<file path="config.mk">
export PLATFORM = sky130hd
export DESIGN_NAME = golay_24_12_codec_flat
export DESIGN_NICKNAME = d
export VERILOG_FILES = /design/src/sv/gol_pkg.sv /design/src/sv/gol_if.sv /design/src/sv/gol_syn.sv /design/src/sv/gol_locate.sv /design/src/sv/gol_resolve.sv /design/src/sv/golay_24_12_codec.sv /design/src/flat_wrapper.sv
export SDC_FILE = /design/constraint.sdc
export NUM_CORES = 1
export LEC_CHECK = 0
export BUFFER_PORTS_ARGS = -buffer_cell sky130_fd_sc_hd__buf_2
export CAP_MARGIN = 25
export CORE_ASPECT_RATIO = 1.1
export CORE_MARGIN = 8
export CORE_UTILIZATION = 40
export DETAILED_ROUTE_END_ITERATION = 8
export HOLD_SLACK_MARGIN = 0.15
export PLACE_DENSITY_LB_ADDON = 0.12
export SYNTH_ARGS = -nofsm -noshare
export SYNTH_HDL_FRONTEND = slang
export SYNTH_SLANG_ARGS = --single-unit
export TNS_END_PERCENT = 100
</file>
<file path="constraint.sdc">
create_clock -name clk -period 5.7 [get_ports clk]
set_input_delay 0.855 -clock clk [delete_from_list [all_inputs] [get_ports clk]]
set_output_delay 0.855 -clock clk [all_outputs]
set_load 0.05 [all_outputs]
</file>
<file path="src/sv/gol_pkg.sv">
// Shared types, matrices and bit helpers for the extended Golay (24,12) codec.
// No dependencies; every other file imports this package.
package gol_pkg;

  localparam int unsigned WORD_W = 12;
  localparam int unsigned CODE_W = 24;
  localparam int unsigned CNT_W  = 3;
  localparam int unsigned POP_W  = 4;

  typedef logic [WORD_W-1:0] word_t;
  typedef logic [CODE_W-1:0] code_t;
  typedef logic [CNT_W-1:0]  cnt_t;
  typedef logic [POP_W-1:0]  pop_t;

  // Operation codes
  localparam logic CMD_ENCODE = 1'b0;
  localparam logic CMD_DECODE = 1'b1;

  // Error count reported when no pattern of weight three or less fits
  localparam cnt_t  ERR_UNCORR = 3'd4;
  localparam word_t FIX_ALL    = 12'hFFF;

  // Parity generator rows; row 0 goes with data bit 11
  localparam word_t GEN_ROWS [WORD_W] = '{
    12'hC75, 12'h63B, 12'hF68, 12'h7B4, 12'h3DA, 12'hD99,
    12'h6CD, 12'h367, 12'hDC6, 12'hA97, 12'h93E, 12'h8EB};

  // Parity check rows; row 0 goes with parity bit 11
  localparam word_t CHK_ROWS [WORD_W] = '{
    12'hA4F, 12'hF68, 12'h7B4, 12'h3DA, 12'h1ED, 12'hAB9,
    12'hF13, 12'hDC6, 12'h6E3, 12'h93E, 12'h49F, 12'hC75};

  // Stage 1 -> stage 2: parity (encode) or syndrome (decode) in mix
  typedef struct packed {
    logic  cmd;
    word_t hi;
    word_t mix;
  } gol_s1_t;

  // Stage 2 -> stage 3: adds second syndrome and the partial correction
  typedef struct packed {
    logic  cmd;
    word_t hi;
    word_t mix;
    word_t s2;
    logic  hit;
    word_t fix;
    cnt_t  cnt;
  } gol_s2_t;

  // XOR of generator rows picked by sel, MSB first
  function automatic word_t gen_mix(input word_t sel);
    word_t acc;
    acc = '0;
    for (int r = 0; r < WORD_W; r++) begin
      if (sel[WORD_W-1-r]) acc = acc ^ GEN_ROWS[r];
    end
    return acc;
  endfunction

  // XOR of check rows picked by sel, MSB first
  function automatic word_t chk_mix(input word_t sel);
    word_t acc;
    acc = '0;
    for (int r = 0; r < WORD_W; r++) begin
      if (sel[WORD_W-1-r]) acc = acc ^ CHK_ROWS[r];
    end
    return acc;
  endfunction

  // Population count of a word
  function automatic pop_t pop12(input word_t v);
    pop_t n;
    n = '0;
    for (int b = 0; b < WORD_W; b++) begin
      n = n + pop_t'(v[b]);
    end
    return n;
  endfunction

endpackage

</file>
<file path="src/sv/gol_if.sv">
// Valid/ready channel interfaces for the Golay codec input and result beats.
// Depends on gol_pkg.
interface gol_in_if;
  import gol_pkg::*;
  logic  valid;
  logic  ready;
  logic  cmd;
  word_t data_in;
  code_t codeword_in;

  modport source (output valid, cmd, data_in, codeword_in, input ready);
  modport sink   (input valid, cmd, data_in, codeword_in, output ready);
endinterface

interface gol_out_if;
  import gol_pkg::*;
  logic  valid;
  logic  ready;
  code_t codeword_out;
  word_t data_out;
  cnt_t  error_count;

  modport source (output valid, codeword_out, data_out, error_count, input ready);
  modport sink   (input valid, codeword_out, data_out, error_count, output ready);
endinterface

</file>
<file path="src/sv/gol_syn.sv">
// Stage 1: parity generation for encode, first syndrome for decode.
// Depends on gol_pkg and gol_in_if.
module gol_syn import gol_pkg::*; (
  input  logic        clk,
  input  logic        rst_n,
  gol_in_if.sink      in_ch,
  output logic        vld_o,
  output gol_s1_t     pay_o,
  input  logic        rdy_i
);

  logic    vld_r;
  gol_s1_t pay_r;
  gol_s1_t pay_nxt;
  logic    adv;

  // Stage moves when empty or when downstream takes its beat
  assign adv         = !vld_r || rdy_i;
  assign in_ch.ready = adv;

  // Encode: data plus parity; decode: syndrome of received word
  always_comb begin
    pay_nxt.cmd = in_ch.cmd;
    if (in_ch.cmd == CMD_ENCODE) begin
      pay_nxt.hi  = in_ch.data_in;
      pay_nxt.mix = gen_mix(in_ch.data_in);
    end else begin
      pay_nxt.hi  = in_ch.codeword_in[CODE_W-1:WORD_W];
      pay_nxt.mix = chk_mix(in_ch.codeword_in[WORD_W-1:0])
                    ^ in_ch.codeword_in[CODE_W-1:WORD_W];
    end
  end

  always_ff @(posedge clk) begin
    if (!rst_n) begin
      vld_r <= 1'b0;
    end else if (adv) begin
      vld_r <= in_ch.valid;
    end
  end

  always_ff @(posedge clk) begin
    if (adv && in_ch.valid) begin
      pay_r <= pay_nxt;
    end
  end

  assign vld_o = vld_r;
  assign pay_o = pay_r;

endmodule

</file>
<file path="src/sv/gol_locate.sv">
// Stage 2: error search in the syndrome domain (parity half has at most one
// error) and the second syndrome for the data-half search. Depends on gol_pkg.
module gol_locate import gol_pkg::*; (
  input  logic    clk,
  input  logic    rst_n,
  input  logic    vld_i,
  input  gol_s1_t pay_i,
  output logic    rdy_o,
  output logic    vld_o,
  output gol_s2_t pay_o,
  input  logic    rdy_i
);

  logic    vld_r;
  gol_s2_t pay_r;
  gol_s2_t pay_nxt;
  logic    adv;
  pop_t    syn_pop;
  word_t   cand;
  pop_t    cand_pop;

  assign adv   = !vld_r || rdy_i;
  assign rdy_o = adv;

  // Syndrome of low weight: error in data half only.
  // Else try each single parity-bit error with up to two data errors.
  always_comb begin
    pay_nxt.cmd = pay_i.cmd;
    pay_nxt.hi  = pay_i.hi;
    pay_nxt.mix = pay_i.mix;
    pay_nxt.s2  = gen_mix(pay_i.mix);
    pay_nxt.hit = 1'b0;
    pay_nxt.fix = '0;
    pay_nxt.cnt = '0;
    syn_pop     = pop12(pay_i.mix);
    cand        = '0;
    cand_pop    = '0;
    if (syn_pop <= pop_t'(3)) begin
      pay_nxt.hit = 1'b1;
      pay_nxt.fix = pay_i.mix;
      pay_nxt.cnt = syn_pop[CNT_W-1:0];
    end else begin
      for (int r = 0; r < WORD_W; r++) begin
        cand     = pay_i.mix ^ CHK_ROWS[r];
        cand_pop = pop12(cand);
        if (cand_pop <= pop_t'(2)) begin
          pay_nxt.hit = 1'b1;
          pay_nxt.fix = cand;
          pay_nxt.cnt = cand_pop[CNT_W-1:0] + cnt_t'(1);
        end
      end
    end
  end

  always_ff @(posedge clk) begin
    if (!rst_n) begin
      vld_r <= 1'b0;
    end else if (adv) begin
      vld_r <= vld_i;
    end
  end

  always_ff @(posedge clk) begin
    if (adv && vld_i) begin
      pay_r <= pay_nxt;
    end
  end

  assign vld_o = vld_r;
  assign pay_o = pay_r;

endmodule

</file>
<file path="src/sv/gol_resolve.sv">
// Stage 3: error search in the second syndrome domain, final correction and
// the result register. Depends on gol_pkg and gol_out_if.
module gol_resolve import gol_pkg::*; (
  input  logic      clk,
  input  logic      rst_n,
  input  logic      vld_i,
  input  gol_s2_t   pay_i,
  output logic      rdy_o,
  gol_out_if.source out_ch
);

  logic  vld_r;
  code_t codeword_r;
  word_t data_r;
  cnt_t  count_r;
  code_t codeword_nxt;
  word_t data_nxt;
  cnt_t  count_nxt;
  logic  adv;
  word_t fix;
  cnt_t  cnt;
  pop_t  s2_pop;
  word_t cand;
  pop_t  cand_pop;

  assign adv   = !vld_r || out_ch.ready;
  assign rdy_o = adv;

  // Stage 2 hit kept; else parity half only (low-weight second syndrome), or
  // one data error, up to two parity errors; nothing fits means uncorrectable.
  always_comb begin
    fix      = FIX_ALL;
    cnt      = ERR_UNCORR;
    s2_pop   = pop12(pay_i.s2);
    cand     = '0;
    cand_pop = '0;
    if (pay_i.hit) begin
      fix = pay_i.fix;
      cnt = pay_i.cnt;
    end else if (s2_pop <= pop_t'(3)) begin
      fix = '0;
      cnt = s2_pop[CNT_W-1:0];
    end else begin
      for (int r = 0; r < WORD_W; r++) begin
        cand     = pay_i.s2 ^ GEN_ROWS[r];
        cand_pop = pop12(cand);
        if (cand_pop <= pop_t'(2)) begin
          fix              = '0;
          fix[WORD_W-1-r]  = 1'b1;
          cnt              = cand_pop[CNT_W-1:0] + cnt_t'(1);
        end
      end
    end
  end

  // Result fields by operation
  always_comb begin
    if (pay_i.cmd == CMD_ENCODE) begin
      codeword_nxt = {pay_i.hi, pay_i.mix};
      data_nxt     = '0;
      count_nxt    = '0;
    end else begin
      codeword_nxt = '0;
      data_nxt     = pay_i.hi ^ fix;
      count_nxt    = cnt;
    end
  end

  always_ff @(posedge clk) begin
    if (!rst_n) begin
      vld_r <= 1'b0;
    end else if (adv) begin
      vld_r <= vld_i;
    end
  end

  always_ff @(posedge clk) begin
    if (adv && vld_i) begin
      codeword_r <= codeword_nxt;
      data_r     <= data_nxt;
      count_r    <= count_nxt;
    end
  end

  assign out_ch.valid        = vld_r;
  assign out_ch.codeword_out = codeword_r;
  assign out_ch.data_out     = data_r;
  assign out_ch.error_count  = count_r;

endmodule

</file>
<file path="src/sv/golay_24_12_codec.sv">
// Extended Golay (24,12) encoder/decoder, three register stages.
// A beat passes the syn, locate and resolve registers in that order.
// Throughput: one beat per cycle; a stalled output holds and fills the
// stages behind it, and an empty stage still takes a beat while it stalls.
// Reset (synchronous, rst_n low) clears all stage valid bits; no tables.
// Depends on gol_pkg, gol_if, gol_syn, gol_locate, gol_resolve.
module golay_24_12_codec import gol_pkg::*; (
  input  logic      clk,
  input  logic      rst_n,
  gol_in_if.sink    in_ch,
  gol_out_if.source out_ch
);

  logic    s1_vld;
  logic    s1_rdy;
  gol_s1_t s1_pay;
  logic    s2_vld;
  logic    s2_rdy;
  gol_s2_t s2_pay;

  // Parity / first syndrome
  gol_syn u_syn (
    .clk   (clk),
    .rst_n (rst_n),
    .in_ch (in_ch),
    .vld_o (s1_vld),
    .pay_o (s1_pay),
    .rdy_i (s1_rdy)
  );

  // Parity-half search, second syndrome
  gol_locate u_locate (
    .clk   (clk),
    .rst_n (rst_n),
    .vld_i (s1_vld),
    .pay_i (s1_pay),
    .rdy_o (s1_rdy),
    .vld_o (s2_vld),
    .pay_o (s2_pay),
    .rdy_i (s2_rdy)
  );

  // Data-half search, correction, result register
  gol_resolve u_resolve (
    .clk    (clk),
    .rst_n  (rst_n),
    .vld_i  (s2_vld),
    .pay_i  (s2_pay),
    .rdy_o  (s2_rdy),
    .out_ch (out_ch)
  );

endmodule

</file>
<file path="src/flat_wrapper.sv">
// flat-port wrapper written by rule: the top's interface ports become plain ports
module golay_24_12_codec_flat import gol_pkg::*;
  (clk, rst_n, in_ch_valid, in_ch_cmd, in_ch_data_in, in_ch_codeword_in, in_ch_ready, out_ch_valid, out_ch_codeword_out, out_ch_data_out, out_ch_error_count, out_ch_ready);
  gol_in_if in_ch_i ();
  gol_out_if out_ch_i ();
  input  logic clk;
  input  logic rst_n;
  input wire logic [$bits(in_ch_i.valid)-1:0] in_ch_valid;
  input wire logic [$bits(in_ch_i.cmd)-1:0] in_ch_cmd;
  input wire logic [$bits(in_ch_i.data_in)-1:0] in_ch_data_in;
  input wire logic [$bits(in_ch_i.codeword_in)-1:0] in_ch_codeword_in;
  output wire logic [$bits(in_ch_i.ready)-1:0] in_ch_ready;
  output wire logic [$bits(out_ch_i.valid)-1:0] out_ch_valid;
  output wire logic [$bits(out_ch_i.codeword_out)-1:0] out_ch_codeword_out;
  output wire logic [$bits(out_ch_i.data_out)-1:0] out_ch_data_out;
  output wire logic [$bits(out_ch_i.error_count)-1:0] out_ch_error_count;
  input wire logic [$bits(out_ch_i.ready)-1:0] out_ch_ready;
  assign in_ch_i.valid = in_ch_valid;
  assign in_ch_i.cmd = in_ch_cmd;
  assign in_ch_i.data_in = in_ch_data_in;
  assign in_ch_i.codeword_in = in_ch_codeword_in;
  assign in_ch_ready = in_ch_i.ready;
  assign out_ch_valid = out_ch_i.valid;
  assign out_ch_codeword_out = out_ch_i.codeword_out;
  assign out_ch_data_out = out_ch_i.data_out;
  assign out_ch_error_count = out_ch_i.error_count;
  assign out_ch_i.ready = out_ch_ready;
  golay_24_12_codec u_core (.clk(clk), .rst_n(rst_n), .in_ch(in_ch_i), .out_ch(out_ch_i));
endmodule
</file>
After elaboration in Yosys (flattened, before gate mapping). Cells that the tools add are included.

Word-level logic and storage cells: 516. Register bits after elaboration: 120. Output and inout port bits: 41. Bits of input ports: 41.

Muxes and demuxes: 101. Order comparisons: 26. Reduce and logical (&&, ||, !) cells: 10. Add/sub/neg operators: 304. Bitwise operators: 59.

Operators by type and width (count): 4-bit by 1-bit adder with 4-bit output (214); 12-bit two-way mux (57); 7-bit NOT (57); 15-bit two-way mux (12); 11-bit two-way mux (10); 4-bit by 2-bit <= comparator with 1-bit output (second input constant) (26); 3-bit by 1-bit adder with 4-bit output (22); 3-bit by 1-bit adder with 3-bit output (second input constant) (24); 2-bit by 1-bit adder with 3-bit output (22); 10-bit two-way mux (5); 1-bit by 1-bit adder with 2-bit output (22); 3-bit two-way mux (14); 24-bit two-way mux (1); 12-bit XOR (2); 16-bit two-way mux (1); 12-bit OR reduction (1); 9-bit two-way mux (1); 1-bit logical AND (3); 1-bit zero test (3); 1-bit logical OR (3).

Depth between registers and ports, before layout.
Word-level depth: 37. Gate-level depth with buffers: 19.

Cells and area by module. A second synthesis with hierarchy kept.

Cell total of the unflattened synthesis: 1478. Area total of the unflattened synthesis: 15572.4 um^2.

Modules (own cells, without submodules): gol_locate (area an instance 7143.1 um^2, cells an instance 702, seq. area each 1611.5 um^2, times used 1); gol_resolve (area an instance 6224.7 um^2, cells an instance 616, seq. area each 1191.1 um^2, times used 1); gol_syn (area an instance 2204.6 um^2, cells an instance 160, seq. area each 770.7 um^2, times used 1).

Least setup slack after synthesis. Ideal clock, no wire load.

Path kind: register to register. From: reg u_core.u_syn.pay_r (netlist bit u_core.u_syn.pay_o[6]). To: reg u_core.u_locate.pay_r (netlist bit u_core.u_locate.pay_o[2]) (data pin). Buffers on the path: 2. Slack: -0.021 ns. Cell stages (with the launch flop): 18. Arrival time: 5.461 ns. Cells stage by stage: edfxtp_1 clkbuf_1 inv_1 fa_1 fa_1 fa_1 fa_1 ha_1 fa_1 ha_1 inv_1 a21oi_1 and2_1 clkbuf_1 nor2_1 a22oi_1 nand3_1 o311a_1.

RTL lines: from (decl) (RTL line gol_syn.sv:13) `gol_s1_t pay_r;`; from (signal assigned) (RTL line gol_syn.sv:44) `pay_r <= pay_nxt;`; to (signal assigned) (RTL line gol_locate.sv:65) `pay_r <= pay_nxt;`; to (decl) (RTL line gol_locate.sv:15) `gol_s2_t pay_r;`.

==> flow_metrics.env <==
export IMPL_status="completed"
export IMPL_start_util_pct=40.3
export IMPL_synth_seq_cells=120
export IMPL_clkTransAtPathRegs_ps=70
export IMPL_cp_max_fo=7
export IMPL_crit_path_start_kind="register"
export IMPL_core_area_mm2=0.0369
export IMPL_syn_nets=1771
export IMPL_critical_path_arrival_ps=5640
export IMPL_final_cells=2072
export IMPL_ys_types=84
export IMPL_drc=0
export IMPL_clock_latency_ps=420
export IMPL_num_io_pins=82
export IMPL_via_per_inst=5.15
export IMPL_clk_path_buf_depth=2
export IMPL_cp_required_ps=5880
export IMPL_grt_overflow_total=0
export IMPL_fin_skew_ps=12.7
export IMPL_antenna_found_initial=0
export IMPL_netlist_area_mm2=0.0149
export IMPL_numCtsBuffers=17
export IMPL_fill_cells=3600
export IMPL_totalWireLength_um=42200
export IMPL_drtAntennaViolNets=0
export IMPL_yosys_top_cells_area="fa_1 24%, edfxtp_1 24%, ha_1 14%, xnor2_1 7.2%, inv_1 5.4%"
export IMPL_dr_first_iter_drc_count=513
export IMPL_fin_util_pct=46.9
export IMPL_rows=74
export IMPL_grt_total_usage_pct=20.1
export IMPL_tns_ps=0
export IMPL_gp_congestion=0.931
export IMPL_holdPathEnd="u_core.u_locate.pay_o[52]"
export IMPL_ctsRootBufferMaster="clkbuf_16"
export IMPL_r2r_cells=17
export IMPL_dpl_hpwl_um=35300
export IMPL_synth_edf_count=117
export IMPL_slew_headroom_pct=52.8
export IMPL_finalSetupViolations=0
export IMPL_wire_per_inst_um=20.4
export IMPL_holdPathStages=0
export IMPL_ys_warn_count=0
export IMPL_layout_nets=1949
export IMPL_final_cell_area_mm2=0.0173
export IMPL_finalCriticalPeriod_ps=5470
export IMPL_rr_startpoint="u_core.u_syn.pay_o[0]"
export IMPL_avgSynthCellArea_um2=10.7
export IMPL_vias=10700
export IMPL_synth_top_cell_area_share_pct=24.2
export IMPL_htreeDepth=4
export IMPL_grt_pass1_vias=11400
export IMPL_die_w_um=200
export IMPL_async_flop_share_pct=0
export IMPL_cp_end_kind="register"
export IMPL_cts_sinks=120
export IMPL_crit_type="reg2reg"
export IMPL_place_area_mm2=0.0166
export IMPL_slew_violations=0
export IMPL_period_share_pct=95.9
export IMPL_hold_path_class="reg2reg"
export IMPL_rsz0062_at_grt="no"
export IMPL_ys_flop_type="edfxtp_1"
export IMPL_placed_cells=2030
export IMPL_reg2reg_slack_ps=230
export IMPL_grt_pass1_wl_um=66400
export IMPL_die_area_mm2=0.0436
export IMPL_first_pass_iters=5
export IMPL_fmax_mhz=183
export IMPL_synth_top_cell_by_area="fa_1"
export IMPL_tightest_slew_ps=708
export IMPL_ctsHoldBuffers=0
export IMPL_port_buffers=81
export IMPL_die_h_um=218
export IMPL_synth_most_common_cell="inv_1"
export IMPL_antenna_cells=0
export IMPL_cts_tree="done"
export IMPL_hold_viol=0
export IMPL_drive_above_1_share_pct=17.3
export IMPL_synth_commonest_cells="214 x inv_1, 180 x fa_1, 163 x ha_1"
export IMPL_min_from="u_core.u_syn.pay_o[24]"
export IMPL_synth_cells=1387
export IMPL_timing_rr_end="u_core.u_locate.pay_o[2]"
export IMPL_syn_to_final_growth_pct=16.2
export IMPL_maxCapViolCount=0
export IMPL_grt_max_degree=54
export IMPL_seq_area_frac_synth_pct=24.0
-- metrics by stage --
stage          hold slack [ps]  setup slack (ps)
2_1_floorplan              400              61.1
3_3_place_gp               404              99.6
3_5_place_dp               406              71.3
4_1_cts                    419              75.9
5_1_grt                    422              9.96
6_report                   417               232
-- per-layer routing --
metal / vias up / GRT usage, % / part of all wire [%]
li1: 5078 / - / -
met1: 5329 / 25.1 / 43
met2: 205 / 35.8 / 52
met3: 68 / 2.12 / 2.4
met4: 0 / 6.77 / 3.2
met5: - / 0 / 0
-- timing repair --
| action | CTS | global route |
|---|---|---|
| setup buffers | 0 | 9 |
| endpoints found under the setup margin | 0 | 11 |
| gates resized for setup | 0 | 10 |
-- how the worst max path moves through the flow --
stage / slack, ps / endpoint / start / cells after the start
2_1_floorplan: 60 / u_core.u_locate.pay_o[2] / u_core.u_syn.pay_o[6] / 17
3_3_place_gp: 100 / u_core.u_resolve.out_ch.data_out[7] / u_core.u_locate.pay_o[16] / 17
3_5_place_dp: 70 / u_core.u_resolve.out_ch.data_out[7] / u_core.u_locate.pay_o[16] / 17
4_1_cts: 80 / u_core.u_resolve.out_ch.data_out[7] / u_core.u_locate.pay_o[16] / 17
5_1_grt: 10 / u_core.u_resolve.out_ch.data_out[7] / u_core.u_locate.pay_o[16] / 17
6_report: 230 / u_core.u_locate.pay_o[2] / u_core.u_syn.pay_o[0] / 17
-- registers in the layout (all words and copies together), names as in the netlist --
register / cells
u_core.u_syn.vld_o: 1
u_core.u_locate.pay_o: 53
u_core.u_resolve.out_ch.error_count: 3
u_core.u_syn.pay_o: 25
u_core.u_resolve.out_ch.data_out: 12
u_core.u_resolve.out_ch.codeword_out: 24
u_core.u_locate.vld_o: 1
u_core.u_resolve.out_ch.valid: 1
-- kinds of logic (layout without fill, tap and decap cells) --
logic type | Yosys count | in the layout | share of synthesized area (%)
XOR/XNOR | 154 | 154 | 9.17
buffers and inverters | 249 | 440 | 6.58
flip-flops | 120 | 120 | 24.0
AO/OA/AOI/OAI | 228 | 228 | 10.9
multiplexers | 26 | 26 | 1.86
adder cells (fa/ha/maj) | 343 | 343 | 38.0
AND/OR/NAND/NOR | 267 | 267 | 9.51
-- cell usage in the layout (no fill, tap or decap), types with 9 or more instances in the layout --
cell type  synthesis  routed
nor2_1            45      44
nand3_1           21      21
buf_2              1      81
ha_1             163     163
buf_4              0     108
xor2_1            31      31
a21o_1             9       9
nand2b_1          11      11
edfxtp_1         117     117
mux2i_1           13      13
fa_1             180     180
a31oi_1           13      12
mux2_2            13      13
nor2b_1           35      34
inv_1            214     210
xnor2_1          122     122
and2_1            14      14
a21oi_1           61      61
o22ai_1           11      11
o21ai_0           31      31
nand2_1           61      61
nand4_1           11      11
nor3_1            20      19
clkbuf_16          0      17
-- worst max-delay path, stage by stage, from the launching register on --
cell      delay, ps
edfxtp_1        340
inv_1            60
ha_1            340
fa_1            510
fa_1            530
fa_1            510
fa_1            430
inv_1            80
fa_1            430
inv_1           110
ha_1            160
o22ai_1          90
a211o_1         410
buf_4           190
and3_1          190
a221oi_1        370
nor3_1          110
o311a_1         360
-- final cells by class --
| cell class | count | area (µm²) | share of cell area (%) |
|---|---|---|---|
| multi-input cells | 1018 | 10400 | 60.1 |
| inverters | 214 | 815 | 4.72 |
| flip-flops and latches | 120 | 3570 | 20.7 |
| clock buffers | 18 | 429 | 2.48 |
| repair buffers | 194 | 1320 | 7.62 |
| well taps | 494 | 618 | 3.58 |
| clock inverters | 14 | 149 | 0.862 |
Power is left out: the tool's default activity adds up to more than one toggle a clock period on the data nets, which glitch-free logic cannot reach.
